### config.mk
export PLATFORM = sky130hd
export DESIGN_NAME = pixel_row_run_length_encoder
export DESIGN_NICKNAME = d
export VERILOG_FILES = /design/src/rtl/prrle_pkg.sv /design/src/rtl/prrle_core.sv /design/src/rtl/prrle_fifo.sv /design/src/rtl/pixel_row_run_length_encoder.sv
export VERILOG_INCLUDE_DIRS = /design/src /design/src/rtl
export SDC_FILE = /design/constraint.sdc
export NUM_CORES = 1
export LEC_CHECK = 0
export CAP_MARGIN = 0
export CORE_MARGIN = 8
export CORE_UTILIZATION = 57
export CTS_CLUSTER_DIAMETER = 60
export DETAILED_ROUTE_END_ITERATION = 10
export DONT_BUFFER_PORTS = 1
export GPL_ROUTABILITY_DRIVEN = 0
export PLACE_DENSITY = 0.72
export SLEW_MARGIN = 20
export SYNTH_ARGS = -nofsm -noshare
export SYNTH_HDL_FRONTEND = slang
export SYNTH_SLANG_ARGS = --single-unit
### constraint.sdc
create_clock -name i_clk -period 5.38 [get_ports i_clk]
set_input_delay 0 -clock i_clk [delete_from_list [all_inputs] [get_ports i_clk]]
set_output_delay 0 -clock i_clk [all_outputs]
set_load 0.005 [all_outputs]
### src/rtl/pixel_row_run_length_encoder_defines.svh
// Assertion macros for the pixel row run-length encoder.
// Included by the top level; no other dependencies.
`ifndef PIXEL_ROW_RUN_LENGTH_ENCODER_DEFINES_SVH
`define PIXEL_ROW_RUN_LENGTH_ENCODER_DEFINES_SVH
`ifndef SYNTHESIS
// Clocked check, masked while reset is asserted.
`define PRRLE_ASSERT(label, clk, rst_n, prop) \
    label: assert property (@(posedge clk) disable iff (!rst_n) prop) \
        else $error("prrle assertion failed");
// Clocked check without reset masking.
`define PRRLE_ASSERT_ALWAYS(label, clk, prop) \
    label: assert property (@(posedge clk) prop) \
        else $error("prrle assertion failed");
`else
`define PRRLE_ASSERT(label, clk, rst_n, prop)
`define PRRLE_ASSERT_ALWAYS(label, clk, prop)
`endif
`endif

### src/rtl/prrle_pkg.sv
// Shared constants and types for the pixel row run-length encoder.
// No dependencies.
package prrle_pkg;

    localparam int MAX_WIDTH  = 1024;
    localparam int MAX_HEIGHT = 1024;
    localparam int COL_W      = $clog2(MAX_WIDTH);
    localparam int ROW_W      = (MAX_HEIGHT > 1) ? $clog2(MAX_HEIGHT) : 1;

    localparam int CFG_IDX_W  = 2;
    localparam int CFG_DATA_W = 24;
    localparam int DIM_W      = 11;
    localparam int PIX_W      = 24;
    localparam int FLD_W      = 10;
    localparam int BURST_N    = 3;

    localparam logic [CFG_IDX_W-1:0] CFG_WIDTH  = 2'd0;
    localparam logic [CFG_IDX_W-1:0] CFG_HEIGHT = 2'd1;
    localparam logic [CFG_IDX_W-1:0] CFG_KEY    = 2'd2;

    typedef struct packed {
        logic [FLD_W-1:0] row_index;
        logic [FLD_W-1:0] start_column;
        logic [FLD_W-1:0] end_column;
        logic [PIX_W-1:0] run_color;
        logic             is_end_marker;
        logic             last_of_burst;
    } t_rec;

    typedef struct packed {
        logic [BURST_N-1:0]      vld;
        t_rec [BURST_N-1:0]      rec;
    } t_burst;

    // Last index of a dimension: 0 acts as 1, oversize saturates.
    function automatic logic [31:0] dim_last(input logic [DIM_W-1:0] v, input int maxv);
        logic [31:0] e;
        if (v == '0) begin
            e = 32'd1;
        end else if (32'(v) > 32'(maxv)) begin
            e = 32'(maxv);
        end else begin
            e = 32'(v);
        end
        return e - 32'd1;
    endfunction

endpackage

### src/rtl/prrle_core.sv
// Run tracker: holds the open run and position, forms up to three records per pixel.
// Depends on prrle_pkg.
module prrle_core import prrle_pkg::*; (
    input  logic                  i_clk,
    input  logic                  i_rst_n,
    input  logic                  i_cfg_we,
    input  logic [CFG_IDX_W-1:0]  i_cfg_index,
    input  logic [CFG_DATA_W-1:0] i_cfg_data,
    input  logic                  i_accept,
    input  logic [PIX_W-1:0]      i_pixel_value,
    output t_burst                o_burst
);

    logic [COL_W-1:0] r_width_last, n_width_last;
    logic [ROW_W-1:0] r_height_last, n_height_last;
    logic [PIX_W-1:0] r_color_key;
    logic [PIX_W-1:0] r_run_pixel, n_run_pixel;
    logic [COL_W-1:0] r_run_start, n_run_start;
    logic [COL_W-1:0] r_col, n_col;
    logic [ROW_W-1:0] r_row, n_row;
    logic             change, row_end, v0, v1, v2;

    always_comb begin
        change = (r_col != '0) && (i_pixel_value != r_run_pixel);
        if (r_col == '0) begin
            n_run_pixel = i_pixel_value;
            n_run_start = '0;
        end else if (change) begin
            n_run_pixel = i_pixel_value;
            n_run_start = r_col;
        end else begin
            n_run_pixel = r_run_pixel;
            n_run_start = r_run_start;
        end
        row_end = (r_col >= r_width_last);
        if (row_end) begin
            n_col = '0;
            n_row = (r_row == '0) ? r_height_last : r_row - 1'b1;
        end else begin
            n_col = r_col + 1'b1;
            n_row = r_row;
        end
        // transparent runs are dropped
        v0 = change && (r_run_pixel != '0) && (r_run_pixel != r_color_key);
        v1 = row_end && (n_run_pixel != '0) && (n_run_pixel != r_color_key);
        v2 = row_end && (r_row == '0);

        o_burst.vld = {v2, v1, v0};
        o_burst.rec[0].row_index     = FLD_W'(r_row);
        o_burst.rec[0].start_column  = FLD_W'(r_run_start);
        o_burst.rec[0].end_column    = FLD_W'(r_col - 1'b1);
        o_burst.rec[0].run_color     = r_run_pixel;
        o_burst.rec[0].is_end_marker = 1'b0;
        o_burst.rec[0].last_of_burst = !v1 && !v2;
        o_burst.rec[1].row_index     = FLD_W'(r_row);
        o_burst.rec[1].start_column  = FLD_W'(n_run_start);
        o_burst.rec[1].end_column    = FLD_W'(r_col);
        o_burst.rec[1].run_color     = n_run_pixel;
        o_burst.rec[1].is_end_marker = 1'b0;
        o_burst.rec[1].last_of_burst = !v2;
        o_burst.rec[2]               = '0;
        o_burst.rec[2].is_end_marker = 1'b1;
        o_burst.rec[2].last_of_burst = 1'b1;

        n_width_last  = r_width_last;
        n_height_last = r_height_last;
        if (i_cfg_we && (i_cfg_index == CFG_WIDTH)) begin
            n_width_last = COL_W'(dim_last(i_cfg_data[DIM_W-1:0], MAX_WIDTH));
        end
        if (i_cfg_we && (i_cfg_index == CFG_HEIGHT)) begin
            n_height_last = ROW_W'(dim_last(i_cfg_data[DIM_W-1:0], MAX_HEIGHT));
        end
    end

    always_ff @(posedge i_clk) begin
        if (!i_rst_n) begin
            r_width_last  <= COL_W'(MAX_WIDTH - 1);
            r_height_last <= ROW_W'(MAX_HEIGHT - 1);
            r_color_key   <= '0;
            r_run_pixel   <= '0;
            r_run_start   <= '0;
            r_col         <= '0;
            r_row         <= ROW_W'(MAX_HEIGHT - 1);
        end else if (i_cfg_we) begin
            r_width_last  <= n_width_last;
            r_height_last <= n_height_last;
            if (i_cfg_index == CFG_KEY) begin
                r_color_key <= i_cfg_data[PIX_W-1:0];
            end
            // geometry write restarts the image
            if (i_cfg_index == CFG_WIDTH || i_cfg_index == CFG_HEIGHT) begin
                r_run_pixel <= '0;
                r_run_start <= '0;
                r_col       <= '0;
                r_row       <= n_height_last;
            end
        end else if (i_accept) begin
            r_run_pixel <= n_run_pixel;
            r_run_start <= n_run_start;
            r_col       <= n_col;
            r_row       <= n_row;
        end
    end

endmodule

### src/rtl/prrle_fifo.sv
// Record queue: takes up to three records at once, hands one out per read cycle.
// Depends on prrle_pkg.
module prrle_fifo import prrle_pkg::*; (
    input  logic   i_clk,
    input  logic   i_rst_n,
    input  logic   i_wr,
    input  t_burst i_burst,
    input  logic   i_rd,
    output logic   o_nonempty,
    output logic   o_room,
    output logic [2:0] o_count,
    output t_rec   o_rec
);

    t_rec       r_mem [4];
    logic [1:0] r_head, r_tail, n_tail;
    logic [2:0] r_count, n_count;
    logic [1:0] off1, off2, nwr;

    always_comb begin
        off1 = {1'b0, i_burst.vld[0]};
        off2 = off1 + {1'b0, i_burst.vld[1]};
        nwr  = i_wr ? off2 + {1'b0, i_burst.vld[2]} : 2'd0;
        n_tail  = r_tail + nwr;
        n_count = r_count + {1'b0, nwr} - {2'b0, i_rd};
    end

    always_ff @(posedge i_clk) begin
        if (!i_rst_n) begin
            r_head  <= '0;
            r_tail  <= '0;
            r_count <= '0;
        end else begin
            r_tail  <= n_tail;
            r_count <= n_count;
            if (i_rd) begin
                r_head <= r_head + 1'b1;
            end
        end
    end

    always_ff @(posedge i_clk) begin
        if (i_wr && i_burst.vld[0]) begin
            r_mem[r_tail] <= i_burst.rec[0];
        end
        if (i_wr && i_burst.vld[1]) begin
            r_mem[r_tail + off1] <= i_burst.rec[1];
        end
        if (i_wr && i_burst.vld[2]) begin
            r_mem[r_tail + off2] <= i_burst.rec[2];
        end
    end

    assign o_nonempty = (r_count != '0);
    assign o_room     = (r_count <= 3'd1);
    assign o_count    = r_count;
    assign o_rec      = r_mem[r_head];

endmodule

### src/rtl/pixel_row_run_length_encoder.sv
// Pixel row run-length encoder with transparent color key.
// Pixels enter on i_valid/o_stall (one 24-bit pixel per request, raster order,
// rows numbered from image_height-1 down to 0). Records leave on o_valid/i_stall:
// row, start and end column, color, end-marker and last-of-burst flags.
// A pixel is taken when i_valid is high and o_stall is low; a record is taken
// when o_valid is high and i_stall is low.
// A record enters the record queue when the pixel that closes its run is taken.
// One pixel per cycle while i_stall is low and a pixel closes at most one run.
// A pixel can close up to three records (color change, row end, end marker);
// the four-entry record queue drains one record per cycle while i_stall is low,
// and o_stall rises whenever more than one record is queued, so the records of
// a burst leave the output port one after another.
// Receiver stall: records wait in the queue, payload held steady; input keeps
// flowing until the queue holds two records.
// Reset (synchronous, active low): width and height 1024, key 0, empty queue,
// run state cleared. Writing width or height abandons the image in progress.
// Make configuration writes only while the block is idle; it does not enforce this.
// Depends on prrle_pkg, prrle_core, prrle_fifo and the assertion macro header.
`include "pixel_row_run_length_encoder_defines.svh"
module pixel_row_run_length_encoder import prrle_pkg::*; (
    input  logic                  i_clk,
    input  logic                  i_rst_n,
    input  logic                  i_cfg_we,
    input  logic [CFG_IDX_W-1:0]  i_cfg_index,
    input  logic [CFG_DATA_W-1:0] i_cfg_data,
    input  logic                  i_valid,
    output logic                  o_stall,
    input  logic [PIX_W-1:0]      i_pixel_value,
    output logic                  o_valid,
    input  logic                  i_stall,
    output logic [FLD_W-1:0]      o_row_index,
    output logic [FLD_W-1:0]      o_start_column,
    output logic [FLD_W-1:0]      o_end_column,
    output logic [PIX_W-1:0]      o_run_color,
    output logic                  o_is_end_marker,
    output logic                  o_last_of_burst
);

    t_burst     burst;
    t_rec       head;
    logic       in_acc, out_acc, room, nonempty;
    logic [2:0] q_count;

    // queue room depends only on the registered count
    assign o_stall = !room;
    assign in_acc  = i_valid && room;
    assign out_acc = nonempty && !i_stall;

    prrle_core u_core (
        .i_clk         (i_clk),
        .i_rst_n       (i_rst_n),
        .i_cfg_we      (i_cfg_we),
        .i_cfg_index   (i_cfg_index),
        .i_cfg_data    (i_cfg_data),
        .i_accept      (in_acc),
        .i_pixel_value (i_pixel_value),
        .o_burst       (burst)
    );

    prrle_fifo u_fifo (
        .i_clk      (i_clk),
        .i_rst_n    (i_rst_n),
        .i_wr       (in_acc),
        .i_burst    (burst),
        .i_rd       (out_acc),
        .o_nonempty (nonempty),
        .o_room     (room),
        .o_count    (q_count),
        .o_rec      (head)
    );

    assign o_valid         = nonempty;
    assign o_row_index     = head.row_index;
    assign o_start_column  = head.start_column;
    assign o_end_column    = head.end_column;
    assign o_run_color     = head.run_color;
    assign o_is_end_marker = head.is_end_marker;
    assign o_last_of_burst = head.last_of_burst;

    // queue never overflows its four entries
    `PRRLE_ASSERT(a_queue_bound, i_clk, i_rst_n, q_count <= 3'd4)
    // a pixel is only taken when a full burst fits
    `PRRLE_ASSERT(a_accept_room, i_clk, i_rst_n, in_acc |-> q_count <= 3'd1)
    // end marker carries all-zero fields
    `PRRLE_ASSERT(a_marker_zero, i_clk, i_rst_n, (o_valid && o_is_end_marker) |-> (o_row_index == '0 && o_start_column == '0 && o_end_column == '0 && o_run_color == '0))
    // run records never end before they start
    `PRRLE_ASSERT(a_run_order, i_clk, i_rst_n, (o_valid && !o_is_end_marker) |-> (o_end_column >= o_start_column))

endmodule

==> results by group, run 1 <==
Status
  – Status: finished clean

Cells and area
  – Most frequent cells in the layout: dfxtp_1 (329), o21ai_0 (208), a21oi_1 (206)
  – Area occupied by multi-input gates: 9900 um^2
  – Fillers: 2,546
  – Post-route cell area: 19,300 um^2
  – Synth-to-layout area growth: 10.0%
  – # diodes: 0
  – Fin util: 63.4%
  – Register Area: 6630 um^2
  – Fraction of layout cells with a size suffix above 1: 9.46%
  – Commonest non-fill, non-tap cell in the layout: dfxtp_1
  – Layout net count: 1,986

Hold path
  – Hold WC Path Type: in2reg
  – Hold path depth: 4

Floorplan
  – Top Ports: 113
  – Starting Density: 57.6%
  – Die ar.: 36,600 um^2
  – Core ar.: 30,400 um^2
  – Chip Width: 191 um
  – Die Span Y: 191 um
  – Standard-cell row count: 64

Clocking
  – Htree depth: 2
  – CTS tree: done
  – Max clock buf depth: 3
  – Post-CTS setup buffers: 0
  – Clock transition at path regs: 0.06 ns
  – PostCTS Resize Cnt: 0
  – Clock sink count: 331
  – # hold bufs at CTS: 60
  – CTS Buf Count: 36
  – Root buf cell: clkbuf_16
  – Later-pin clock latency in the skew report: 0.53 ns

Job
  – Max-cap check violation count: 0

Global route
  – First-pass GRT wire length: 85.6 mm
  – GRT Overall Usage: 29.4%
  – Antenna violations before repair: 1
  – GRT overflow: 0
  – Largest net degree at the start of global routing: 108
  – Vias in the first global route: 14,681

Setup path
  – Cell depth of the worst setup path: 16
  – Worst R2R Setup Slack: 0.42 ns
  – Critical path class: reg2reg
  – Crit path DAT: 5.34 ns
  – Crit-path max FO: 12
  – R2R cell count: 16
  – Crit-path leading delay family: simple AND/OR/NAND/NOR gates
  – Most frequent CP cell: ha_1
  – WP buf/inv: 3
  – WP data required: 5.76 ns
  – Startpoint type of the worst setup path: flip-flop
  – Slowest CP cell: nand3_1
  – CP cell instances: inv_1 -> ha_1 -> nand2b_1 -> a211o_1 -> a2111oi_2 -> o21ai_0 -> buf_4 -> nand2_1 -> inv_1 -> ha_1 -> ha_1 -> xnor2_1 -> xnor2_1 -> nand3_1 -> nand2_1 -> o21ai_0
  – Critical Path Sink Type: flip-flop
  – Critical path's largest stage delay: 0.55 ns

Synthesis
  – Syn_nets: 2,062
  – #FFs+latches synth: 331
  – Fraction of registers with async set/reset: 0%
  – Distinct cells, synth: 61
  – Ys flop type: dfxtp_1
  – Synthesized cell area: 17,500 um^2
  – Post-synthesis cell count: 1,984
  – Synth warnings: 0
  – EDFF count, synth: 0
  – Register area share after synthesis: 37.8%
  – Average cell area after synthesis: 8.83 um^2

STA
  – Endpoints failing setup: 0
  – Fin. Hold Viols: 0
  – Clock skew: 0.0146 ns
  – Pins Over Slew Limit: 0
  – Minimum clock period after layout: 4.96 ns
  – Actual slew at the worst max-slew pin: 1.05 ns
  – Max Fclk: 0.202 GHz
  – RSZ-0062 raised after global routing: false
  – Setup ws final: 0.422 ns
  – Total Neg Setup Slack: 0 ns
  – Relative slew slack: 30.1%
  – Tcrit/Tclk final: 92.1%

Detailed routing
  – Vias/cell: 6.67
  – Wire per inst: 23.7 um
  – DRC: 0
  – DRT antenna net count: 0
  – DRT Wirelength: 55.3 mm
  – Drt initial violations: 1,905
  – Vias: 15,530
  – Drt pass-1 iters: 8

Pwr
  – PD cells: 343 nW/um^2
  – Power Total: 6.61 mW
  – Worst ir drop on vdd: 0.242 mV
  – Lkg Pwr: 7.81 nW

Place
  – Area after DPL: 17,500 um^2
  – DP HPWL: 34.4 mm
  – DP Worst Slack: 0.523 ns
  – Count of input and output buffers: 0
[layer usage]
metal	GRT usage, %	wire length [um]	up-vias
li1	-	-	7019
met1	40.8	23000	7434
met2	45.2	24400	938
met3	5.80	6260	137
met4	9.77	1590	2
met5	0	25	-
[logic make-up (layout without fill, tap and decap cells)]
kind of cell | after synthesis | count (layout) | synth area share [%]
AOI/OAI and AO/OA | 591 | 591 | 19.4
adders and majority gates | 23 | 23 | 1.73
and+or+nand+nor | 473 | 473 | 13.3
xor gates and xnor gates | 94 | 94 | 4.70
buffers and inverters | 244 | 194 | 5.98
muxes | 228 | 228 | 17.0
DFF | 331 | 331 | 37.8
[synth_stat cells, types with 3 or more instances]
| master | n | area share (%) |
|---|---|---|
| clkbuf_1 | 157 | 3.4 |
| nand3b_1 | 5 | 0.21 |
| nand2_1 | 156 | 3.3 |
| nor4_1 | 28 | 1.0 |
| a21oi_1 | 206 | 5.9 |
| nand2b_1 | 5 | 0.18 |
| o31ai_1 | 3 | 0.13 |
| buf_4 | 10 | 0.43 |
| buf_6 | 4 | 0.26 |
| inv_1 | 25 | 0.54 |
| and3_1 | 9 | 0.32 |
| o21ai_0 | 208 | 5.9 |
| buf_1 | 12 | 0.26 |
| dfxtp_1 | 331 | 38 |
| nor3b_1 | 5 | 0.21 |
| xor2_1 | 38 | 1.9 |
| nor2b_1 | 11 | 0.39 |
| buf_2 | 34 | 0.97 |
| mux2i_1 | 172 | 9.8 |
| o211ai_1 | 21 | 0.90 |
| nor2_1 | 52 | 1.1 |
| and4_1 | 6 | 0.30 |
| a31o_2 | 6 | 0.30 |
| nand4_1 | 19 | 0.68 |
| a211oi_1 | 26 | 1.1 |
| mux4_2 | 56 | 7.2 |
| o21a_1 | 13 | 0.56 |
| and2_1 | 13 | 0.46 |
| or4_1 | 4 | 0.17 |
| a31oi_1 | 6 | 0.21 |
| o22ai_1 | 16 | 0.57 |
| nand3_1 | 129 | 3.7 |
| nor3_1 | 17 | 0.49 |
| a2111oi_0 | 4 | 0.20 |
| a21boi_0 | 65 | 2.8 |
| xnor2_1 | 56 | 2.8 |
| ha_1 | 21 | 1.5 |
[cell type report]
cell class                 instances  share of cell area [%]
timing repair buffer             105                    5.15
sequential                       331                    34.4
clock inverter                    12                   0.623
inverter                          25                   0.487
multi-input combinational       1409                    51.4
tap                              396                    2.57
clock buffer                      52                    5.41
[metrics by stage]
step	instances	hold slack [ns]
6_report	2330	0.0203
5_1_grt	2330	0.0641
4_1_cts	2330	0.00101
3_5_place_dp	2206	0.0857
3_3_place_gp	2206	0.0770
2_1_floorplan	1984	0.145
[flip-flops by register name (all words and copies together), names as in the netlist, named ones only]
| register | cells |
|---|---|
| u_core.r_row | 10 |
| u_fifo.o_count | 3 |
| u_fifo.r_tail | 2 |
| u_core.r_width_last | 10 |
| u_core.r_run_pixel | 24 |
| u_core.r_height_last | 10 |
| u_core.r_color_key | 24 |
| u_core.r_run_start | 10 |
| u_core.r_col | 10 |
| u_fifo.r_head | 2 |
| u_fifo.r_mem | 224 |
[worst paths after layout]
path,to,from
worst min-delay path,u_core.r_height_last[4]$_SDFFE_PN1P_,i_cfg_data[2]
worst max register to register,u_fifo.r_mem[2][34]$_SDFFE_PP0P_,u_core.r_col[0]$_SDFFE_PN0P_
worst min register to register,u_fifo.r_mem[3][1]$_SDFFE_PP1P_,u_fifo.r_mem[3][1]$_SDFFE_PP1P_
worst max-delay path,u_fifo.r_mem[2][34]$_SDFFE_PP0P_,u_core.r_col[0]$_SDFFE_PN0P_
[worst reg2reg max path, delay by kind of cell (launching register included)]
| kind | cells | cell delay (ns) |
|---|---|---|
| adder cells (fa/ha/maj) | 3 | 0.80 |
| buffers and inverters | 3 | 0.53 |
| AO/OA/AOI/OAI | 4 | 1.13 |
| XOR/XNOR | 2 | 0.50 |
| flip-flops | 1 | 0.49 |
| AND/OR/NAND/NOR | 4 | 1.37 |
[power breakdown]
part | switching (mW) | total (mW) | internal [mW]
combinational | 0.669 | 1.24 | 0.575
sequential | 0.217 | 2.90 | 2.68
clock | 1.02 | 2.47 | 1.45
Power figures use the tool's default switching activity.
==> run 2: changes to the inputs <==
- ABC_AREA: not set -> 1
- CTS_BUF_LIST: not set -> sky130_fd_sc_hd__clkbuf_8
- SLEW_MARGIN: 20 -> not set
==> results by group, run 2 <==
Pwr
  – Switch Pwr: 2.53 mW (+33%)
  – Lkg Pwr: 9.47 nW (+21%)
  – P_int: 4.65 mW (-1.2%)
  – Flop pwr share: 40.7% (-3.2 points)
  – Switching part of the total power: 35.2% (+6.4 points)
  – Power Total: 7.18 mW (+8.6%)
  – Part of the power in the clock network: 33.5% (-3.8 points)
  – Worst ir drop on vdd: 0.246 mV (+1.4%)
  – PD cells: 334 nW/um^2 (-2.5%)
  – Logic gate share of total power: 25.9% (+7.1 points)

Setup path
  – WP data required: 5.91 ns (+0.15 ns)
  – Critical path class: reg2reg
  – WP buf/inv: 3 (unchanged)
  – Slowest CP cell: nand2_4
  – Worst R2R Setup Slack: 1.05 ns (+0.63 ns)
  – Startpoint type of the worst setup path: flip-flop
  – Critical path's largest stage delay: 0.70 ns (+0.15 ns)
  – CP cell instances: inv_2 -> nand2_1 -> nand2_1 -> nor2_1 -> nand2_1 -> nor2_1 -> nand3_1 -> nand2_2 -> nor2_8 -> ha_1 -> or2_2 -> nand2_1 -> inv_1 -> nor2_1 -> nand4_1 -> nand2_4 -> inv_2 -> nor2_1 -> nor2_1
  – Crit path DAT: 4.86 ns (-0.48 ns)
  – Crit-path leading delay family: simple AND/OR/NAND/NOR gates
  – Critical R2R Launch: u_core.r_run_pixel[18]$_SDFFE_PN0P_
  – Crit-path max FO: 46 (+34)
  – Critical Path Sink Type: flip-flop
  – Most frequent CP cell: nor2_1
  – Crit path from: u_core.r_run_pixel[18]$_SDFFE_PN0P_

Synthesis
  – Synthesized cell area: 20,000 um^2 (+14%)
  – Average cell area after synthesis: 6.37 um^2 (-28%)
  – Ys flop type: dfxtp_1
  – EDFF count, synth: 0 (unchanged)
  – Synth cell count leaders: nand2_1 (1,155), dfxtp_1 (331), nor2_1 (296), nand3_1 (214), a21oi_1 (197)
  – Synth warnings: 0 (unchanged)
  – Post-synthesis cell count: 3,140 (+58%)
  – Largest cells by area after synthesis: dfxtp_1 (33%), nand2_1 (22%), nor2_1 (5.6%), nand3_1 (5.4%), a21oi_1 (4.9%)
  – Fraction of registers with async set/reset: 0% (unchanged)
  – #FFs+latches synth: 331 (unchanged)
  – Syn_nets: 3,218 (+56%)
  – Area leader, netlist: dfxtp_1
  – Count leader, synth: nand2_1
  – Register area share after synthesis: 33.1% (-4.7 points)
  – Yosys top cell area share: 33.1% (-4.7 points)
  – Distinct cells, synth: 44 (-28%)

Clocking
  – Root buf cell: clkbuf_8
  – Htree depth: 2 (unchanged)
  – # hold bufs at CTS: 80 (+33%)
  – PostCTS Resize Cnt: 0 (unchanged)
  – CTS tree: done
  – Post-CTS setup buffers: 0 (unchanged)
  – Later-pin clock latency in the skew report: 0.66 ns (+0.13 ns)
  – CTS Buf Count: 59 (+64%)
  – Max clock buf depth: 3 (unchanged)
  – Clock sink count: 331 (unchanged)
  – Clock transition at path regs: 0.06 ns (about the same)

Cells and area
  – Post-route cell area: 21,500 um^2 (+11%)
  – Fin util: 62.2% (-1.2 points)
  – Fraction of layout cells with a size suffix above 1: 9.01% (-0.46 points)
  – Commonest non-fill, non-tap cell in the layout: nand2_1
  – Layout net count: 3,141 (+58%)
  – Fillers: 3,249 (+28%)
  – Top Registers: u_fifo.r_mem x224, u_core.r_color_key x24, u_core.r_run_pixel x24
  – Synth-to-layout area growth: 7.30%
  – Most frequent cells in the layout: nand2_1 (1,155), dfxtp_1 (329), nor2_1 (296)
  – Max FFs per register: 224 (unchanged)
  – # diodes: 0 (unchanged)
  – Largest reg by FF count: u_fifo.r_mem

Floorplan
  – Die ar.: 41,400 um^2 (+13%)
  – Standard-cell row count: 68 (+6.3%)
  – Chip Width: 203 um (+6.3%)
  – Core ar.: 34,500 um^2 (+14%)
  – Die Span Y: 203 um (+6.3%)
  – Top Ports: 113 (unchanged)
  – Starting Density: 57.9% (+0.36 points)

Global route
  – GR met3 Demand/Resource: 9.19% (+3.4 points)
  – Global Route met1 Usage: 43.4% (+2.6 points)
  – Largest net degree at the start of global routing: 100 (-7.4%)
  – GRT overflow: 0 (unchanged)
  – Gr busiest metal: met2
  – Grt met2 use: 51.2% (+5.9 points)
  – Vias in the first global route: 20,143 (+37%)
  – Antenna violations before repair: 1 (unchanged)
  – GRT Overall Usage: 33.0% (+3.6 points)
  – First-pass GRT wire length: 111 mm (+29%)

Job
  – Max-cap check violation count: 0 (unchanged)

Place
  – DP Worst Slack: 1.25 ns (+0.725 ns)
  – DP HPWL: 41.8 mm (+21%)
  – Area after DPL: 19,500 um^2 (+11%)
  – Count of input and output buffers: 0 (unchanged)

Status
  – Status: finished clean

STA
  – Setup ws final: 1.05 ns (+0.628 ns)
  – Tcrit/Tclk final: 80.5% (-12 points)
  – Actual slew at the worst max-slew pin: 1.24 ns (+0.195 ns)
  – Minimum clock period after layout: 4.33 ns (-0.628 ns)
  – Max Fclk: 0.231 GHz (+15%)
  – Total Neg Setup Slack: 0 ns (unchanged)
  – Endpoints failing setup: 0 (unchanged)
  – Pins Over Slew Limit: 0 (unchanged)
  – Fin. Hold Viols: 0 (unchanged)
  – Relative slew slack: 16.2% (-14 points)
  – RSZ-0062 raised after global routing: false
  – Clock skew: 0.0234 ns (+0.00878 ns)

Hold path
  – Hold Path Origin: i_valid
  – Hold WC Path Type: in2reg

Detailed routing
  – Wire per inst: 19.6 um (-17%)
  – Drt pass-1 iters: 7 (-1)
  – DRT antenna net count: 0 (unchanged)
  – DRC: 0 (unchanged)
  – Vias/cell: 5.96 (-11%)
  – Drt initial violations: 2,541 (+33%)
  – DRT Wirelength: 69.7 mm (+26%)
  – Vias: 21,169 (+36%)
[run 2: changes by cell type in the layout (fill, tap and decap cells not counted), sizes merged, moves of 26 or more]
cell,change
a211oi,-26
a21boi,-65
a21oi,+71
inv,+161
mux2i,-172
mux4,-56
nand2,+1007
nand3,+102
nand3b,+37
nor2,+260
nor4,-29
o21ai,-33
o22ai,+44
xnor2,-49
[run 2: metrics by stage]
stage	hold WS, ns	std cells
4_1_cts	0.00654	3553
6_report	0.0507	3553
5_1_grt	0.0406	3553
2_1_floorplan	0.193	3140
3_5_place_dp	0.0807	3377
3_3_place_gp	0.0780	3377
[run 2: cells by family (layout without fill, tap and decap cells)]
group	Yosys count	in the layout	synth area share (%)
AO/OA/AOI/OAI	527	527	15.2
XOR/XNOR	35	35	1.57
adder cells (fa/ha/maj)	23	23	1.51
buffers and inverters	423	381	10.2
flip-flops	331	331	33.1
AND/OR/NAND/NOR	1801	1801	38.4
[run 2: worst reg2reg max path: cells and delay by family (launching register included)]
family,cells,cell delay [ns]
AND/OR/NAND/NOR,15,3.06
adder cells (fa/ha/maj),1,0.21
buffers and inverters,3,0.45
flip-flops,1,0.53
[run 2: worst paths after layout]
| check | cells after the start | end |
|---|---|---|
| max | 19 | u_fifo.r_mem[3][52]$_SDFFE_PP0P_ |
| min | 5 | u_fifo.r_mem[0][45]$_SDFFE_PP0P_ |
| max reg2reg | 19 | u_fifo.r_mem[3][52]$_SDFFE_PP0P_ |
| min reg2reg | 2 | u_fifo.r_mem[2][1]$_SDFFE_PP1P_ |
[run 2: cell type report]
class | instances | area, um^2 | share of cell area (%)
clock buffers | 75 | 1030 | 4.81
clock inverters | 21 | 135 | 0.629
inverters | 174 | 653 | 3.04
repair buffers | 111 | 1090 | 5.09
well taps | 455 | 569 | 2.65
multi-input cells | 2386 | 11400 | 52.9
flip-flops and latches | 331 | 6630 | 30.9
[run 2: power groups by stage]
stage / Clock, mW / Combinational (mW) / Sequential (mW)
2_1_floorplan: 0 / 1.38 / 2.85
3_3_place_gp: 0 / 1.73 / 2.95
3_5_place_dp: 0 / 1.75 / 2.96
4_1_cts: 2.41 / 1.84 / 2.91
5_1_grt: 2.53 / 2.06 / 2.95
6_report: 2.40 / 1.86 / 2.92
[run 2: metal layers]
metal | vias up | routed length, um
met5 | - | 12
met4 | 2 | 2350
met3 | 206 | 8920
met2 | 1324 | 30200
met1 | 9730 | 28300
li1 | 9907 | -
==> run 3: changes to the inputs <==
- clock period: 5.38 -> 4.31 ns (I/O delays scaled with it)
==> results by group, run 3 (synthesized netlist as in run 2, its figures left out) <==
Setup path
  – Slowest CP cell: o21ai_1
  – CP cell instances: dlygate4sd3_1 -> nor2_1 -> nand3_1 -> o21ai_1 -> nand2_1 -> ha_1 -> nand2_1 -> nand3_1 -> dlygate4sd3_1 -> o21ai_0 -> dlygate4sd3_1 -> nand2_1 -> dlygate4sd3_1 -> nand3_1
  – Critical Path Sink Type: flip-flop
  – WP buf/inv: 4 (+1)
  – Crit-path leading delay family: buffers and inverters
  – Startpoint type of the worst setup path: input pin
  – Crit-path max FO: 14 (-70%)
  – Most frequent CP cell: dlygate4sd3_1
  – Critical path's largest stage delay: 0.65 ns (-0.05 ns)
  – WP data required: 4.85 ns (-1.06 ns)
  – Critical path class: in2reg
  – Crit path DAT: 4.45 ns (-0.41 ns)

STA
  – Minimum clock period after layout: 3.91 ns
  – Fin. Hold Viols: 0 (unchanged)
  – RSZ-0062 raised after global routing: false
  – Max Fclk: 0.256 GHz
  – Setup ws final: 0.405 ns (-0.646 ns)
  – Actual slew at the worst max-slew pin: 1.29 ns (+0.0447 ns)
  – Clock skew: 0.0386 ns (+0.0152 ns)
  – Tcrit/Tclk final: 90.6%
  – Pins Over Slew Limit: 0 (unchanged)
  – Endpoints failing setup: 0 (unchanged)
  – Total Neg Setup Slack: 0 ns (unchanged)
  – Relative slew slack: 14.0% (-2.2 points)

Place
  – Count of input and output buffers: 0 (unchanged)
  – DP HPWL: 41.1 mm (-1.6%)
  – DP Worst Slack: 0.526 ns (-0.722 ns)
  – Placed Instances: 3,385 (+0.24%)

Hold path
  – Hold WC Path Type: in2reg

Cells and area
  – Non-filler cells, final: 3,559 (+0.17%)
  – Fraction of layout cells with a size suffix above 1: 9.25% (+0.24 points)
  – Top Registers: u_fifo.r_mem x224, u_core.r_color_key x24, u_core.r_run_pixel x24
  – Most frequent cells in the layout: nand2_1 (1,155), dfxtp_1 (329), nor2_1 (296)
  – Layout net count: 3,142 (+0.032%)
  – Largest reg by FF count: u_fifo.r_mem
  – Max FFs per register: 224 (unchanged)
  – Commonest non-fill, non-tap cell in the layout: nand2_1
  – Synth-to-layout area growth: 7.63%

Detailed routing
  – Drt initial violations: 2,384 (-6.2%)
  – Wire per inst: 19.1 um (-2.8%)
  – DRC: 0 (unchanged)
  – Drt pass-1 iters: 6 (-1)
  – Vias/cell: 5.89 (-1.2%)
  – Vias: 20,955 (-1.0%)
  – DRT antenna net count: 0 (unchanged)
  – DRT Wirelength: 67.9 mm (-2.6%)

Pwr
  – Lkg Pwr: 9.53 nW (+0.65%)
  – Worst ir drop on vdd: 0.421 mV (+71%)
  – PD cells: 410 nW/um^2 (+23%)

Global route
  – Largest net degree at the start of global routing: 100 (unchanged)
  – GRT overflow: 0 (unchanged)
  – First-pass GRT wire length: 107 mm (-3.1%)
  – Antenna violations before repair: 0 (-1)
  – Vias in the first global route: 19,981 (-0.80%)
  – GRT Overall Usage: 31.8% (-1.2 points)

Floorplan
  – Starting Density: 57.9% (unchanged)
  – Top Ports: 113 (unchanged)
  – Core ar.: 34,500 um^2 (unchanged)
  – Chip Width: 203 um (unchanged)
  – Standard-cell row count: 68 (unchanged)
  – Die ar.: 41,400 um^2 (unchanged)
  – Die Span Y: 203 um (unchanged)

Clocking
  – CTS Buf Count: 57 (-3.4%)
  – Post-CTS setup buffers: 0 (unchanged)
  – CTS tree: done
  – Clock sink count: 331 (unchanged)
  – Clock transition at path regs: 0.06 ns (about the same)
  – Htree depth: 2 (unchanged)
  – Root buf cell: clkbuf_8
  – Max clock buf depth: 3 (unchanged)
  – Later-pin clock latency in the skew report: 0.64 ns (-0.02 ns)

Job
  – Max-cap check violation count: 0 (unchanged)

Status
  – Status: finished clean
==> run 3: cell count changes in the layout (fill, tap and decap cells not counted), sizes merged <==
| cell | change |
|---|---|
| buf | +8 |
| clkinv | +3 |
| dlygate4sd3 | -5 |
| inv | +2 |
| clkbuf | -2 |
| diode | +1 |
| bufinv | -1 |
==> run 3: layout make-up <==
type / instances / area (um^2)
multi-input cells: 2386 / 11400
clock inverters: 25 / 128
inverters: 174 / 653
repair buffers: 114 / 1190
diodes: 1 / 2.50
fillers: 3284 / 13000
flip-flops and latches: 331 / 6630
clock buffers: 73 / 1000
well taps: 455 / 569
==> run 3: stage by stage <==
stage | instance area [um^2] | power, mW | hold slack, ns | util, %
after CTS | 21500 | 8.83 | 0.0137 | 62.4
after global routing | 21500 | 9.26 | 0.115 | 62.4
final | 21500 | 8.82 | 0.101 | 62.4
after floorplan | 20000 | 5.28 | 0.193 | -
after global placement | 19600 | 5.83 | 0.0795 | 56.9
after detailed placement | 19600 | 5.87 | 0.0820 | 56.9
==> run 3: final timing paths <==
path	end	from	cells past startpoint	slack, ns
setup / recovery	u_core.r_height_last[4]$_SDFFE_PN1P_	i_cfg_data[4]	14	0.40
hold / removal	u_core.r_color_key[11]$_SDFFE_PN0P_	i_cfg_data[11]	3	0.10
hold reg to reg	u_fifo.r_mem[1][1]$_SDFFE_PP1P_	u_fifo.r_mem[1][1]$_SDFFE_PP1P_	2	0.45
setup reg to reg	u_fifo.r_mem[3][50]$_SDFFE_PP0P_	u_core.r_run_pixel[17]$_SDFFE_PN0P_	19	0.41
==> run 3: timing repair <==
action,in CTS,in global routing
setup endpoints to repair,0,2
endpoints found under the hold margin,199,0
gates resized for setup,0,1
hold buffers,75,0
==> run 3: per-layer routing <==
metal  share of wire, %  vias up  global-route usage (%)  routed length, um
li1                   -     9913                       -                  -
met1                 42     9702                    41.9              28300
met2                 44     1141                    50.3              29800
met3                 11      199                    5.82               7300
met4                3.7        0                    13.9               2500
met5                  0        -                       0                  0
==> run 3: power by group <==
group          leakage, nW  switching, mW  total, mW  internal (mW)
Clock                0.658           1.33       2.89           1.56
Combinational         6.19           1.52       2.28          0.768
Sequential            2.69          0.267       3.65           3.38
==> run 3: worst reg2reg max path, stage by stage, from the launching register on <==
cell	delay [ns]
dfxtp_1	0.56
inv_1	0.17
nand2_1	0.09
nand2_1	0.05
a21oi_1	0.18
nand2_1	0.09
nor2_1	0.12
nand3_1	0.10
nand2_1	0.23
nor2_8	0.10
ha_1	0.20
or2_2	0.29
nand2_1	0.09
inv_1	0.06
nor2_1	0.12
nand4_1	0.26
nand2_4	0.58
inv_2	0.28
nor2_1	0.16
nor2_1	0.06
